===== config.mk =====
export PLATFORM = sky130hd
export DESIGN_NAME = sgr_mouse_report_decoder_core
export DESIGN_NICKNAME = d
export VERILOG_FILES = /design/src/rtl/smrd_pkg.sv /design/src/rtl/smrd_parser.sv /design/src/rtl/smrd_click.sv /design/src/rtl/sgr_mouse_report_decoder_core.sv
export SDC_FILE = /design/constraint.sdc
export NUM_CORES = 1
export LEC_CHECK = 0
export BUFFER_PORTS_ARGS = -buffer_cell sky130_fd_sc_hd__buf_2
export CORE_ASPECT_RATIO = 1.4
export CORE_UTILIZATION = 55
export CTS_CLUSTER_SIZE = 28
export DETAILED_ROUTE_END_ITERATION = 12
export PLACE_DENSITY = 0.75
export REMOVE_ABC_BUFFERS = 1
export SLEW_MARGIN = 20
export SYNTH_ARGS = -nofsm -noshare
export SYNTH_HDL_FRONTEND = slang
export SYNTH_SLANG_ARGS = --single-unit

===== constraint.sdc =====
create_clock -name clk -period 7.3 [get_ports clk]
set_clock_uncertainty 0.1 [all_clocks]
set_input_delay 0.73 -clock clk [delete_from_list [all_inputs] [get_ports clk]]
set_output_delay 0.73 -clock clk [all_outputs]
set_load 0.005 [all_outputs]

===== src/rtl/smrd_pkg.sv =====
// Shared types and constants for the SGR mouse report decoder.
// Has no dependencies. The parser, the click counter and the top level all use it.
package smrd_pkg;

    // Input transaction: a terminal byte or a millisecond tick.
    typedef struct packed {
        logic       operation;
        logic [7:0] byte_value;
    } smrd_in_t;

    // Output transaction: one decoded event.
    typedef struct packed {
        logic [1:0]  event_kind;
        logic [15:0] pos_x;
        logic [15:0] pos_y;
        logic [5:0]  button_code;
        logic        pressed;
        logic [7:0]  click_count;
    } smrd_out_t;

    // Report finished by the parser on the current byte.
    typedef struct packed {
        logic        fire;
        logic [1:0]  kind;
        logic [15:0] pos_x;
        logic [15:0] pos_y;
        logic [5:0]  code;
        logic        down;
    } smrd_rep_t;

    // Operation codes.
    localparam logic OP_BYTE = 1'b0;
    localparam logic OP_TICK = 1'b1;

    // Event kinds.
    localparam logic [1:0] KIND_BUTTON    = 2'd0;
    localparam logic [1:0] KIND_MOVE      = 2'd1;
    localparam logic [1:0] KIND_FOCUS_IN  = 2'd2;
    localparam logic [1:0] KIND_FOCUS_OUT = 2'd3;

    // Characters of the escape sequences.
    localparam logic [7:0] CH_ESC      = 8'h1B;
    localparam logic [7:0] CH_LBRACKET = 8'h5B;
    localparam logic [7:0] CH_LT       = 8'h3C;
    localparam logic [7:0] CH_SEMI     = 8'h3B;
    localparam logic [7:0] CH_PRESS    = 8'h4D;
    localparam logic [7:0] CH_RELEASE  = 8'h6D;
    localparam logic [7:0] CH_FOCUS_IN = 8'h49;
    localparam logic [7:0] CH_FOCUS_OUT = 8'h4F;
    localparam logic [7:0] CH_DIGIT_0  = 8'h30;
    localparam logic [7:0] CH_DIGIT_9  = 8'h39;

    // Click tracking constants.
    localparam logic [7:0]  NO_CODE       = 8'hFF;
    localparam logic [7:0]  CLICK_MAX     = 8'hFF;
    localparam logic [15:0] MS_MAX        = 16'hFFFF;
    localparam logic [15:0] WINDOW_RESET  = 16'd500;
    localparam logic [1:0]  BUTTON_NONE   = 2'd3;

endpackage


===== src/rtl/smrd_parser.sv =====
// Escape sequence parser: tracks the sequence phase and the three decimal fields.
// Depends on smrd_pkg. Produces a finished report for the byte in the input register.
module smrd_parser #(
    parameter int FIELD_BITS = 16
) (
    input  logic                clk,
    input  logic                rst_n,
    input  logic                step,
    input  logic [7:0]          byte_value,
    output smrd_pkg::smrd_rep_t rep
);
    import smrd_pkg::*;

    localparam int ACC_W = FIELD_BITS + 4;
    localparam int CAP_W = FIELD_BITS + 16;
    localparam logic [FIELD_BITS-1:0] FIELD_MAX = {FIELD_BITS{1'b1}};

    typedef enum logic [1:0] {
        PH_IDLE,
        PH_ESC,
        PH_CSI,
        PH_FIELDS
    } phase_t;

    phase_t                phase_reg, phase_next;
    logic [1:0]            slot_reg, slot_next;
    logic [FIELD_BITS-1:0] field_reg [3];
    logic [FIELD_BITS-1:0] field_next [3];
    logic [FIELD_BITS-1:0] cur_field;
    logic [ACC_W-1:0]      acc;
    logic [ACC_W-1:0]      acc_ext;
    logic [FIELD_BITS-1:0] acc_sat;
    logic                  is_digit;
    logic [5:0]            code;

    // Limit a field to the 16-bit output range.
    function automatic logic [15:0] cap16(input logic [FIELD_BITS-1:0] v);
        logic [CAP_W-1:0] w;
        w = CAP_W'(v);
        return (w > CAP_W'(16'hFFFF)) ? 16'hFFFF : w[15:0];
    endfunction

    // Field currently being read.
    always_comb
    begin
        case (slot_reg)
            2'd0:    cur_field = field_reg[0];
            2'd1:    cur_field = field_reg[1];
            default: cur_field = field_reg[2];
        endcase
    end

    // Decimal accumulate: value * 10 + digit, saturating at the field maximum.
    assign is_digit = (byte_value >= CH_DIGIT_0) && (byte_value <= CH_DIGIT_9);
    assign acc_ext  = ACC_W'(cur_field);
    assign acc      = (acc_ext << 3) + (acc_ext << 1) + ACC_W'(byte_value - CH_DIGIT_0);
    assign acc_sat  = (|acc[ACC_W-1:FIELD_BITS]) ? FIELD_MAX : acc[FIELD_BITS-1:0];

    // Button code from field b: button bits plus shift, meta and ctrl.
    assign code = {field_reg[0][4], field_reg[0][3], field_reg[0][2], 1'b0,
                   field_reg[0][1:0]};

    // Next parse state and the finished report.
    always_comb
    begin
        phase_next    = phase_reg;
        slot_next     = slot_reg;
        field_next[0] = field_reg[0];
        field_next[1] = field_reg[1];
        field_next[2] = field_reg[2];
        rep           = '0;

        if (byte_value == CH_ESC)
        begin
            phase_next = PH_ESC;
            slot_next  = 2'd0;
            field_next[0] = '0;
            field_next[1] = '0;
            field_next[2] = '0;
        end
        else
        begin
            case (phase_reg)
                PH_ESC:
                begin
                    phase_next = (byte_value == CH_LBRACKET) ? PH_CSI : PH_IDLE;
                end
                PH_CSI:
                begin
                    if (byte_value == CH_FOCUS_IN || byte_value == CH_FOCUS_OUT)
                    begin
                        phase_next = PH_IDLE;
                        rep.fire   = 1'b1;
                        rep.kind   = (byte_value == CH_FOCUS_IN) ? KIND_FOCUS_IN
                                                                 : KIND_FOCUS_OUT;
                    end
                    else if (byte_value == CH_LT)
                    begin
                        phase_next = PH_FIELDS;
                        slot_next  = 2'd0;
                        field_next[0] = '0;
                        field_next[1] = '0;
                        field_next[2] = '0;
                    end
                    else
                    begin
                        phase_next = PH_IDLE;
                    end
                end
                PH_FIELDS:
                begin
                    if (byte_value == CH_PRESS || byte_value == CH_RELEASE)
                    begin
                        phase_next = PH_IDLE;
                        slot_next  = 2'd0;
                        field_next[0] = '0;
                        field_next[1] = '0;
                        field_next[2] = '0;
                        rep.fire  = 1'b1;
                        rep.pos_x = cap16(field_reg[1]);
                        rep.pos_y = cap16(field_reg[2]);
                        if (field_reg[0][5])
                        begin
                            rep.kind = KIND_MOVE;
                        end
                        else
                        begin
                            rep.kind = KIND_BUTTON;
                            rep.code = code;
                            rep.down = (byte_value == CH_PRESS);
                        end
                    end
                    else if (byte_value == CH_SEMI)
                    begin
                        if (slot_reg >= 2'd2)
                        begin
                            phase_next = PH_IDLE;
                            slot_next  = 2'd0;
                            field_next[0] = '0;
                            field_next[1] = '0;
                            field_next[2] = '0;
                        end
                        else
                        begin
                            slot_next = slot_reg + 2'd1;
                        end
                    end
                    else if (is_digit)
                    begin
                        case (slot_reg)
                            2'd0:    field_next[0] = acc_sat;
                            2'd1:    field_next[1] = acc_sat;
                            default: field_next[2] = acc_sat;
                        endcase
                    end
                    else
                    begin
                        phase_next = PH_IDLE;
                        slot_next  = 2'd0;
                        field_next[0] = '0;
                        field_next[1] = '0;
                        field_next[2] = '0;
                    end
                end
                default:
                begin
                    phase_next = PH_IDLE;
                end
            endcase
        end
    end

    // Parse state registers, updated once per processed byte.
    always_ff @(posedge clk or negedge rst_n)
    begin
        if (!rst_n)
        begin
            phase_reg    <= PH_IDLE;
            slot_reg     <= 2'd0;
            field_reg[0] <= '0;
            field_reg[1] <= '0;
            field_reg[2] <= '0;
        end
        else if (step)
        begin
            phase_reg    <= phase_next;
            slot_reg     <= slot_next;
            field_reg[0] <= field_next[0];
            field_reg[1] <= field_next[1];
            field_reg[2] <= field_next[2];
        end
    end

    // The field slot never goes past the third field.
    assert property (@(posedge clk) disable iff (!rst_n) slot_reg != 2'd3)
        else $error("field slot beyond third field");

    // A finished report always returns the parser to idle.
    assert property (@(posedge clk) disable iff (!rst_n)
                     (step && rep.fire) |=> (phase_reg == PH_IDLE))
        else $error("parser not idle after report");

    // Reports come only from the CSI or field phases.
    assert property (@(posedge clk) disable iff (!rst_n)
                     rep.fire |-> (phase_reg == PH_CSI || phase_reg == PH_FIELDS))
        else $error("report from unexpected phase");

endmodule


===== src/rtl/smrd_click.sv =====
// Multi-click tracker: previous code, running click count and time since press.
// Depends on smrd_pkg. Takes the parser's report and millisecond ticks.
module smrd_click (
    input  logic                clk,
    input  logic                rst_n,
    input  logic                advance,
    input  logic                tick,
    input  logic [15:0]         window,
    input  smrd_pkg::smrd_rep_t rep,
    output logic [7:0]          click_count
);
    import smrd_pkg::*;

    logic [7:0]  prev_code_reg, prev_code_next;
    logic [7:0]  clicks_reg, clicks_next;
    logic [15:0] ms_reg, ms_next;
    logic        press;
    logic        repeat_press;

    assign press        = advance && rep.fire && (rep.kind == KIND_BUTTON) && rep.down;
    assign repeat_press = (prev_code_reg == {2'b00, rep.code}) && (ms_reg <= window);

    // Click state update for presses and ticks.
    always_comb
    begin
        prev_code_next = prev_code_reg;
        clicks_next    = clicks_reg;
        ms_next        = ms_reg;
        if (advance && tick)
        begin
            if (ms_reg != MS_MAX)
            begin
                ms_next = ms_reg + 16'd1;
            end
        end
        else if (press)
        begin
            if (repeat_press)
            begin
                if (clicks_reg != CLICK_MAX)
                begin
                    clicks_next = clicks_reg + 8'd1;
                end
            end
            else
            begin
                prev_code_next = (rep.code[1:0] != BUTTON_NONE) ? {2'b00, rep.code}
                                                                 : NO_CODE;
                clicks_next    = 8'd1;
            end
            ms_next = 16'd0;
        end
    end

    // Count shown with a button event: running count on press, one on release.
    assign click_count = rep.down ? clicks_next : 8'd1;

    always_ff @(posedge clk or negedge rst_n)
    begin
        if (!rst_n)
        begin
            prev_code_reg <= NO_CODE;
            clicks_reg    <= 8'd0;
            ms_reg        <= 16'd0;
        end
        else
        begin
            prev_code_reg <= prev_code_next;
            clicks_reg    <= clicks_next;
            ms_reg        <= ms_next;
        end
    end

    // A press restarts the timer and leaves a nonzero count.
    assert property (@(posedge clk) disable iff (!rst_n)
                     press |=> (ms_reg == 16'd0 && clicks_reg != 8'd0))
        else $error("press did not restart click state");

    // A press of button bits 3 never leaves a code to repeat.
    assert property (@(posedge clk) disable iff (!rst_n)
                     (press && rep.code[1:0] == BUTTON_NONE) |=> (prev_code_reg == NO_CODE))
        else $error("button 3 press recorded a code");

    // The millisecond timer saturates instead of wrapping.
    assert property (@(posedge clk) disable iff (!rst_n)
                     (advance && tick && ms_reg == MS_MAX) |=> (ms_reg == MS_MAX))
        else $error("millisecond timer wrapped");

endmodule


===== src/rtl/sgr_mouse_report_decoder_core.sv =====
// Decodes a terminal byte stream into SGR mouse button, move and focus events, and
// times multi-clicks from millisecond tick transactions. The double-click window is
// the one configuration register (500 ms after reset); write it only while no
// transaction is in flight. Throughput is one transaction per clock when the output
// register has space. A byte or tick is captured in the input register and passes
// the parser and click tracker once the output register has space; the result is
// then loaded into the output register, where it waits until taken. The input side
// keeps taking transactions while a result waits, until the input register is also
// full. Depends on smrd_pkg, smrd_parser and smrd_click.
module sgr_mouse_report_decoder_core #(
    parameter int FIELD_BITS = 16
) (
    input  logic                clk,
    input  logic                rst_n,
    input  logic                in_valid,
    output logic                in_ready,
    input  smrd_pkg::smrd_in_t  in_data,
    output logic                out_valid,
    input  logic                out_ready,
    output smrd_pkg::smrd_out_t out_data,
    input  logic                cfg_valid,
    output logic                cfg_ready,
    input  logic [15:0]         cfg_data
);
    import smrd_pkg::*;

    logic      in_valid_reg, in_valid_next;
    smrd_in_t  in_data_reg;
    logic      out_valid_reg, out_valid_next;
    smrd_out_t out_data_reg, out_data_next;
    logic [15:0] window_reg;
    logic      space;
    logic      advance;
    logic      is_tick;
    smrd_rep_t rep;
    logic [7:0] clicks;

    // Pipeline control: the input register drains when the output can take it.
    assign space    = !out_valid_reg || out_ready;
    assign advance  = in_valid_reg && space;
    assign in_ready = !in_valid_reg || space;
    assign is_tick  = (in_data_reg.operation == OP_TICK);
    assign cfg_ready = 1'b1;

    smrd_parser #(
        .FIELD_BITS (FIELD_BITS)
    ) u_parser (
        .clk        (clk),
        .rst_n      (rst_n),
        .step       (advance && !is_tick),
        .byte_value (in_data_reg.byte_value),
        .rep        (rep)
    );

    smrd_click u_click (
        .clk         (clk),
        .rst_n       (rst_n),
        .advance     (advance),
        .tick        (is_tick),
        .window      (window_reg),
        .rep         (rep),
        .click_count (clicks)
    );

    // Next input and output register values.
    always_comb
    begin
        in_valid_next = in_valid_reg;
        if (in_valid && in_ready)
        begin
            in_valid_next = 1'b1;
        end
        else if (advance)
        begin
            in_valid_next = 1'b0;
        end

        out_valid_next = out_valid_reg;
        out_data_next  = out_data_reg;
        if (advance)
        begin
            out_valid_next = rep.fire && !is_tick;
            out_data_next.event_kind  = rep.kind;
            out_data_next.pos_x       = rep.pos_x;
            out_data_next.pos_y       = rep.pos_y;
            out_data_next.button_code = rep.code;
            out_data_next.pressed     = rep.down;
            out_data_next.click_count = (rep.kind == KIND_BUTTON) ? clicks : 8'd0;
        end
        else if (out_ready)
        begin
            out_valid_next = 1'b0;
        end
    end

    // Control registers.
    always_ff @(posedge clk or negedge rst_n)
    begin
        if (!rst_n)
        begin
            in_valid_reg  <= 1'b0;
            out_valid_reg <= 1'b0;
            window_reg    <= WINDOW_RESET;
        end
        else
        begin
            in_valid_reg  <= in_valid_next;
            out_valid_reg <= out_valid_next;
            if (cfg_valid && cfg_ready)
            begin
                window_reg <= cfg_data;
            end
        end
    end

    // Payload registers.
    always_ff @(posedge clk)
    begin
        if (in_valid && in_ready)
        begin
            in_data_reg <= in_data;
        end
        out_data_reg <= out_data_next;
    end

    assign out_valid = out_valid_reg;
    assign out_data  = out_data_reg;

endmodule


# Word-level counts from Yosys, hierarchy flattened
# Cells that the tools add are included.
[op_classes]
bitwise = 4
order_cmp = 4
shifts = 0
muxes = 50
div_mod_pow = 0
reduce_logical = 34
mul = 0
n_addsub = 6
eq_ne = 24
[ops]
columns = ["cell", "count"]
rows = [
  ["two-way mux 48 bit", 7],
  ["two-way mux 16 bit", 7],
  ["case mux 48 bit (2 select lines)", 1],
  ["two-way mux 42 bit", 2],
  ["== test 8 x 7 -> 1 bit (second input constant)", 5],
  ["two-way mux 8 bit", 5],
  ["two-way mux 39 bit", 1],
  ["case mux 16 bit (2 select lines)", 1],
  ["two-way mux 2 bit", 14],
  ["adder 19 x 17 -> 20 bit", 1],
  ["adder 20 bit", 1],
  ["!= test 6 bit (second input constant)", 3],
  ["AND reduction 6 bit", 3],
  ["adder 16 x 1 -> 16 bit (second input constant)", 1],
  ["== test 8 x 6 -> 1 bit (second input constant)", 2],
  ["less-or-equal comparator 16 bit", 1],
  ["!= test 16 bit (second input constant)", 1],
  ["logical AND 1 bit", 10],
  ["subtractor 8 x 6 -> 9 bit (second input constant)", 1],
  ["adder 8 x 1 -> 8 bit (second input constant)", 1],
  ["== test 8 x 5 -> 1 bit (second input constant)", 1],
  ["== test 8 x 6 -> 1 bit", 1],
  ["greater-or-equal comparator 8 x 6 -> 1 bit (second input constant)", 1],
  ["less-or-equal comparator 8 x 6 -> 1 bit (second input constant)", 1],
  ["28 further kinds", 50],
]
[word_totals]
wordCells = 142
memories = 0
out_inout_bits = 52
romBits = 0
latchBits = 0
ramBits = 0
regBits = 160

# Depth between registers and ports, before layout
[logic_depth]
word_depth = 12
mapped_depth = 18
mapped_depth_nobuf = 13

# Modules after synthesis
# From an unflattened synthesis, not the netlist that was laid out.
[hier_totals]
cells_unflattened = 801
hier_area_um2 = 9147.5
[modules_own_cells]
columns = ["module", "cells_each", "area_per_inst_um2", "n_inst"]
rows = [
  ["smrd_parser", 452, 4399.2, 1],
  ["sgr_mouse_report_decoder_core", 113, 2566.2, 1],
  ["smrd_click", 236, 2182.1, 1],
]

# Worst setup path before layout
# No wires, ideal clock.
[synth_timing]
path_kind = "reg2reg"
from = "reg u_parser.slot_reg[0]"
to = "reg u_parser.field_reg[10] in the netlist's numbering"
arrival_time_ns = 4.108
n_path_buf = 4
path_stages_with_launch = 18
setup_ns = 0.145
slack_ns = 2.947
period_less_slack_ns = 4.353
cell_sequence = "dfrtp_1 clkbuf_1 buf_1 mux2i_1 nor2_1 a21oi_1 fa_1 inv_1 ha_1 and3_4 a2111oi_4 o31ai_1 a21oi_2 mux2i_1 nor4b_2 buf_4 buf_6 a31oi_1"
[synth_via]
elab_chain_cells = 12
elab_cells_between_ends = 18
[synth_lines]
columns = ["element", "line_no", "rtl"]
rows = [
  ["from (decl)", "smrd_parser.sv:26", "logic [1:0] slot_reg, slot_next;"],
  ["from (signal assigned)", "smrd_parser.sv:187", "slot_reg <= slot_next;"],
  ["== test 2 x 1 -> 1 bit / zero test 2 bit (equally long branches)", "smrd_parser.sv:46, smrd_parser.sv:150", ""],
  ["case mux 16 bit (2 select lines)", "smrd_parser.sv:46", "case (slot_reg)"],
  ["adder 19 x 17 -> 20 bit", "smrd_parser.sv:56", "assign acc = (acc_ext << 3) + (acc_ext << 1) + ACC_W'(byte_value - CH_DIGIT_0);"],
  ["adder 20 bit", "smrd_parser.sv:56", ""],
  ["OR reduction 4 bit", "smrd_parser.sv:57", "assign acc_sat = (|acc[ACC_W-1:FIELD_BITS]) ? FIELD_MAX : acc[FIELD_BITS-1:0];"],
  ["two-way mux 16 bit", "smrd_parser.sv:57", ""],
  ["two-way mux 16 bit", "smrd_parser.sv:150", "case (slot_reg)"],
  ["two-way mux 48 bit", "smrd_parser.sv:148", "else if (is_digit)"],
  ["two-way mux 48 bit", "smrd_parser.sv:133", "else if (byte_value == CH_SEMI)"],
  ["two-way mux 48 bit", "smrd_parser.sv:112", "if (byte_value == CH_PRESS || byte_value == CH_RELEASE)"],
  ["case mux 48 bit (2 select lines)", "smrd_parser.sv:83", "case (phase_reg)"],
  ["two-way mux 48 bit", "smrd_parser.sv:73", "if (byte_value == CH_ESC)"],
  ["to (decl)", "smrd_parser.sv:27", "logic [FIELD_BITS-1:0] field_reg [3];"],
]
# Several ways; a longest one is shown, not always the timed one. The select of a mux whose other input is x is not followed.
# A chain may end at the register's enable or synchronous reset.

# Worst setup path after layout
[layout_timing]
from = "reg u_parser.slot_reg[0]"
to = "reg u_parser.field_reg[9] in the netlist's numbering"
# Same word-level chain as after synthesis.

==> metrics.md <==
| Metric | Value |
|---|---|
| Total power | `2390 uW` |
| Most used cell, CP | `mux2i_1` |
| Worst Path Required | `around 7.5 ns` |
| Synth unique cells | `75` |
| Ant. Diodes | `0` |
| Fillers | `1233` |
| ANT nets after route | `0` |
| Post-synth EDFFs | `between 50 and 60` |
| Period minus WS final | `4.82 ns` |
| Syn-to-layout area delta | `12.2%` |
| Final Cell Area | `9990 um^2` |
| Core Footprint | `15700 um^2` |
| Die area | `~17000 um^2` |
| Leak | `0.00443 uW` |
| Least-Margin Pin Slew | `1.08 ns` |
| Row count | `54` |
| Avg WL per Cell | `18.2 um` |
| Maximum resistive drop on vdd | `157 uV` |
| Initial antenna violation count | `0` |
| Post_cts resized | `0` |
| Share of cells above drive strength 1 | `16.6%` |
| Ranking of synthesized cells by area | `dfrtp_1 (25%), edfxtp_1 (19%), ha_1 (6.5%), o21ai_0 (4.5%), dfstp_2 (3.5%)` |
| Finished Core Util | `63.7%` |
| CP endpoint kind | `flip-flop` |
| Worst setup SP type | `flip-flop` |
| Routed WL | `20800 um` |
| Critical path endpoint | `u_parser.field_reg[9]` |
| Final setup viols | `0` |
| First-pass GRT wire length | `33700 um` |
| Syn Area/Cell | `~10 um^2` |
| Syn. warnings | `0` |
| Max FFs per register | `48` |
| Maximum clock frequency | `between 0.2 and 0.25 GHz` |
| WP data arrival | `approximately 5.0 ns` |
| Die Wd | `109 um` |
| Top Usage Layer GRT | `met2` |
| Synth cell count leaders | `dfrtp_1 (88), o21ai_0 (80), inv_1 (60), edfxtp_1 (57), nor2_1 (56)` |
| Slew Viols, Final | `0` |
| Synth Flop Type | `dfrtp_1` |
| Top cell type by total area after synthesis | `dfrtp_1` |
| Crit-path slowest cell | `dfrtp_1` |
| Die height | `152 um` |
| Worst hold path class | `input port to async pin` |
| GP Congestion | `0.883` |
| Met3 Track Usage GR | `4.75%` |
| # port buffers | `79` |
| Clk_lat worst skew | `0.43 ns` |
| CTS tree | `yes` |
| Worst-path cell chain | `mux2i_1 > nor2_1 > a21oi_1 > fa_1 > inv_1 > ha_1 > and3_4 > a2111oi_4 > o31ai_1 > a21oi_2 > mux2i_1 > nor4b_4 > buf_4 > o21ai_0` |
| Max FO, Critical Path | `48` |
| Crit path kind | `flip-flop to flip-flop` |
| Post-Syn Instances | `866` |
| Final worst path period share | `66.0%` |
| TritonCTS buffer count | `17` |
| DRC | `0` |
| Via density | `5.98` |
| Initial Utilization | `between 50% and 60%` |
| Placed Area | `9420 um^2` |
| Power Dens Cells | `roughly 240 nW/um^2` |
| Clock-pin slew on the worst setup and hold paths | `approximately 0.070 ns` |
| Async SR Flop Fraction | `63.7%` |
| FF+latch count, synth | `157` |
| Via count | `6815` |
| Ports | `82` |
| Crit path largest cell delay | `about 1.1 ns` |
| GRT Resource Usage Total | `a little over a quarter` |
| Top-count cell post-synth | `dfrtp_1` |
| Seq/Total Area, Yosys | `47.5%` |
| Hpwl dp | `14700 um` |
| Number of global-route vias before repair | `6753` |
| Max Root-Sink Buffers | `2` |
| Hold buffers post-CTS | `0` |
| Met2 usage | `47.3%` |
| Post-Syn Area | `8900 um^2` |
| Largest net degree at the start of global routing | `55` |
| RSZ-0062 raised after global routing | `no` |
| Critical path startpoint | `u_parser.slot_reg[0]` |
| Reg2Reg Depth | `14` |
| Worst R2R End | `u_parser.field_reg[9]` |
| Fin nets | `between 1k and 1.5k` |
| Maxcap violations | `0` |
| R2R Setup Slk | `between 2 and 2.5 ns` |
| Pre-Repair DR Iteration Count | `7` |
| Grt ovf | `0` |
| Hold Violations, Final | `0` |
| Grt met1 use | `30.2%` |
| Setup TNS | `0 ns` |
| Clock H-tree levels | `4` |
| Clk sink count | `157` |
| Setup bufs post-CTS | `0` |
| Reg2Reg Launch Point | `u_parser.slot_reg[0]` |
| Drt first-iter violations | `between 500 and 600` |
| Status | `finished clean` |
| Clock root buffer | `clkbuf_16` |
| Worst slew margin | `28.2%` |
| Top-area cell type share of the netlist area | `24.8%` |
worst min-delay path by stage:
stage                              from                    end  slack (ns)  cells after the start
after floorplan                   rst_n           in_valid_reg        0.33                      0
after global routing              rst_n  u_click.clicks_reg[7]        0.26                      1
after global placement    window_reg[5]          window_reg[5]        0.39                      2
after detailed placement  window_reg[6]          window_reg[6]        0.40                      2
after CTS                         rst_n  u_click.clicks_reg[7]        0.23                      1
final                             rst_n  u_click.clicks_reg[5]        0.21                      1
report_power, final:
group	switching, uW	internal [uW]
clock network	405	455
logic	317	176
registers	56.7	978
metrics by stage:
| stage | setup WS, ns | std cells | hold WS [ns] |
|---|---|---|---|
| after floorplan | 1.71 | 826 | 0.334 |
| after global placement | 2.71 | 1108 | 0.395 |
| after detailed placement | 2.56 | 1108 | 0.403 |
| after CTS | 2.55 | 1140 | 0.233 |
| after global routing | 2.30 | 1140 | 0.257 |
| final | 2.48 | 1140 | 0.208 |
cells in the final DEF, fill, tap and decap left out, types with 4 or more instances in the layout:
master	count
clkbuf_16	17
nand2b_1	8
o21a_1	4
inv_8	6
inv_1	60
buf_4	8
nand3_1	20
inv_6	6
nand2_1	55
dfstp_2	12
mux2_2	6
mux2i_1	19
o21ai_0	80
o211ai_1	4
nand4_1	9
edfxtp_1	57
a211oi_1	5
xor2_1	13
and3_1	16
a21o_1	6
and2_1	38
nor2b_1	7
a21oi_1	49
nor2_1	56
a22oi_1	31
a31oi_1	13
xnor2_1	19
ha_1	46
dfrtp_1	88
o21bai_1	5
buf_2	78
fa_1	15
nor3_1	6
o21ai_1	15
cell type report:
class | count | area (um^2) | area share (%)
flip-flops and latches | 157 | 4230 | 42.4
multi-input cells | 609 | 4270 | 42.7
clock buffers | 17 | 425 | 4.26
well taps | 196 | 245 | 2.46
clock inverters | 15 | 143 | 1.43
inverters | 60 | 225 | 2.26
repair buffers | 86 | 450 | 4.51
logic make-up after synthesis:
family | count (synthesis) | share of synthesized area, %
AND/OR/NAND/NOR | 247 | 14.8
adder cells (fa/ha/maj) | 61 | 9.84
other | 2 | 0.0844
flip-flops | 157 | 47.5
XOR/XNOR | 32 | 3.15
buffers and inverters | 100 | 4.71
multiplexers | 26 | 3.07
AO/OA/AOI/OAI | 241 | 16.8
routing by layer:
| metal | part of all wire [%] | vias up |
|---|---|---|
| met5 | 0 | - |
| met4 | 3.0 | 0 |
| met3 | 4.7 | 44 |
| met2 | 54 | 233 |
| met1 | 39 | 3306 |
| li1 | - | 3232 |
worst max-delay path: cells and delay by family (launching register included):
| kind | cells | cell delay, ns |
|---|---|---|
| AO/OA/AOI/OAI | 5 | 1.20 |
| AND/OR/NAND/NOR | 3 | 0.54 |
| multiplexers | 2 | 0.41 |
| adder cells (fa/ha/maj) | 2 | 0.80 |
| buffers and inverters | 2 | 0.53 |
| flip-flops | 1 | 1.05 |
No activity file was read; power rests on OpenSTA's default activity.
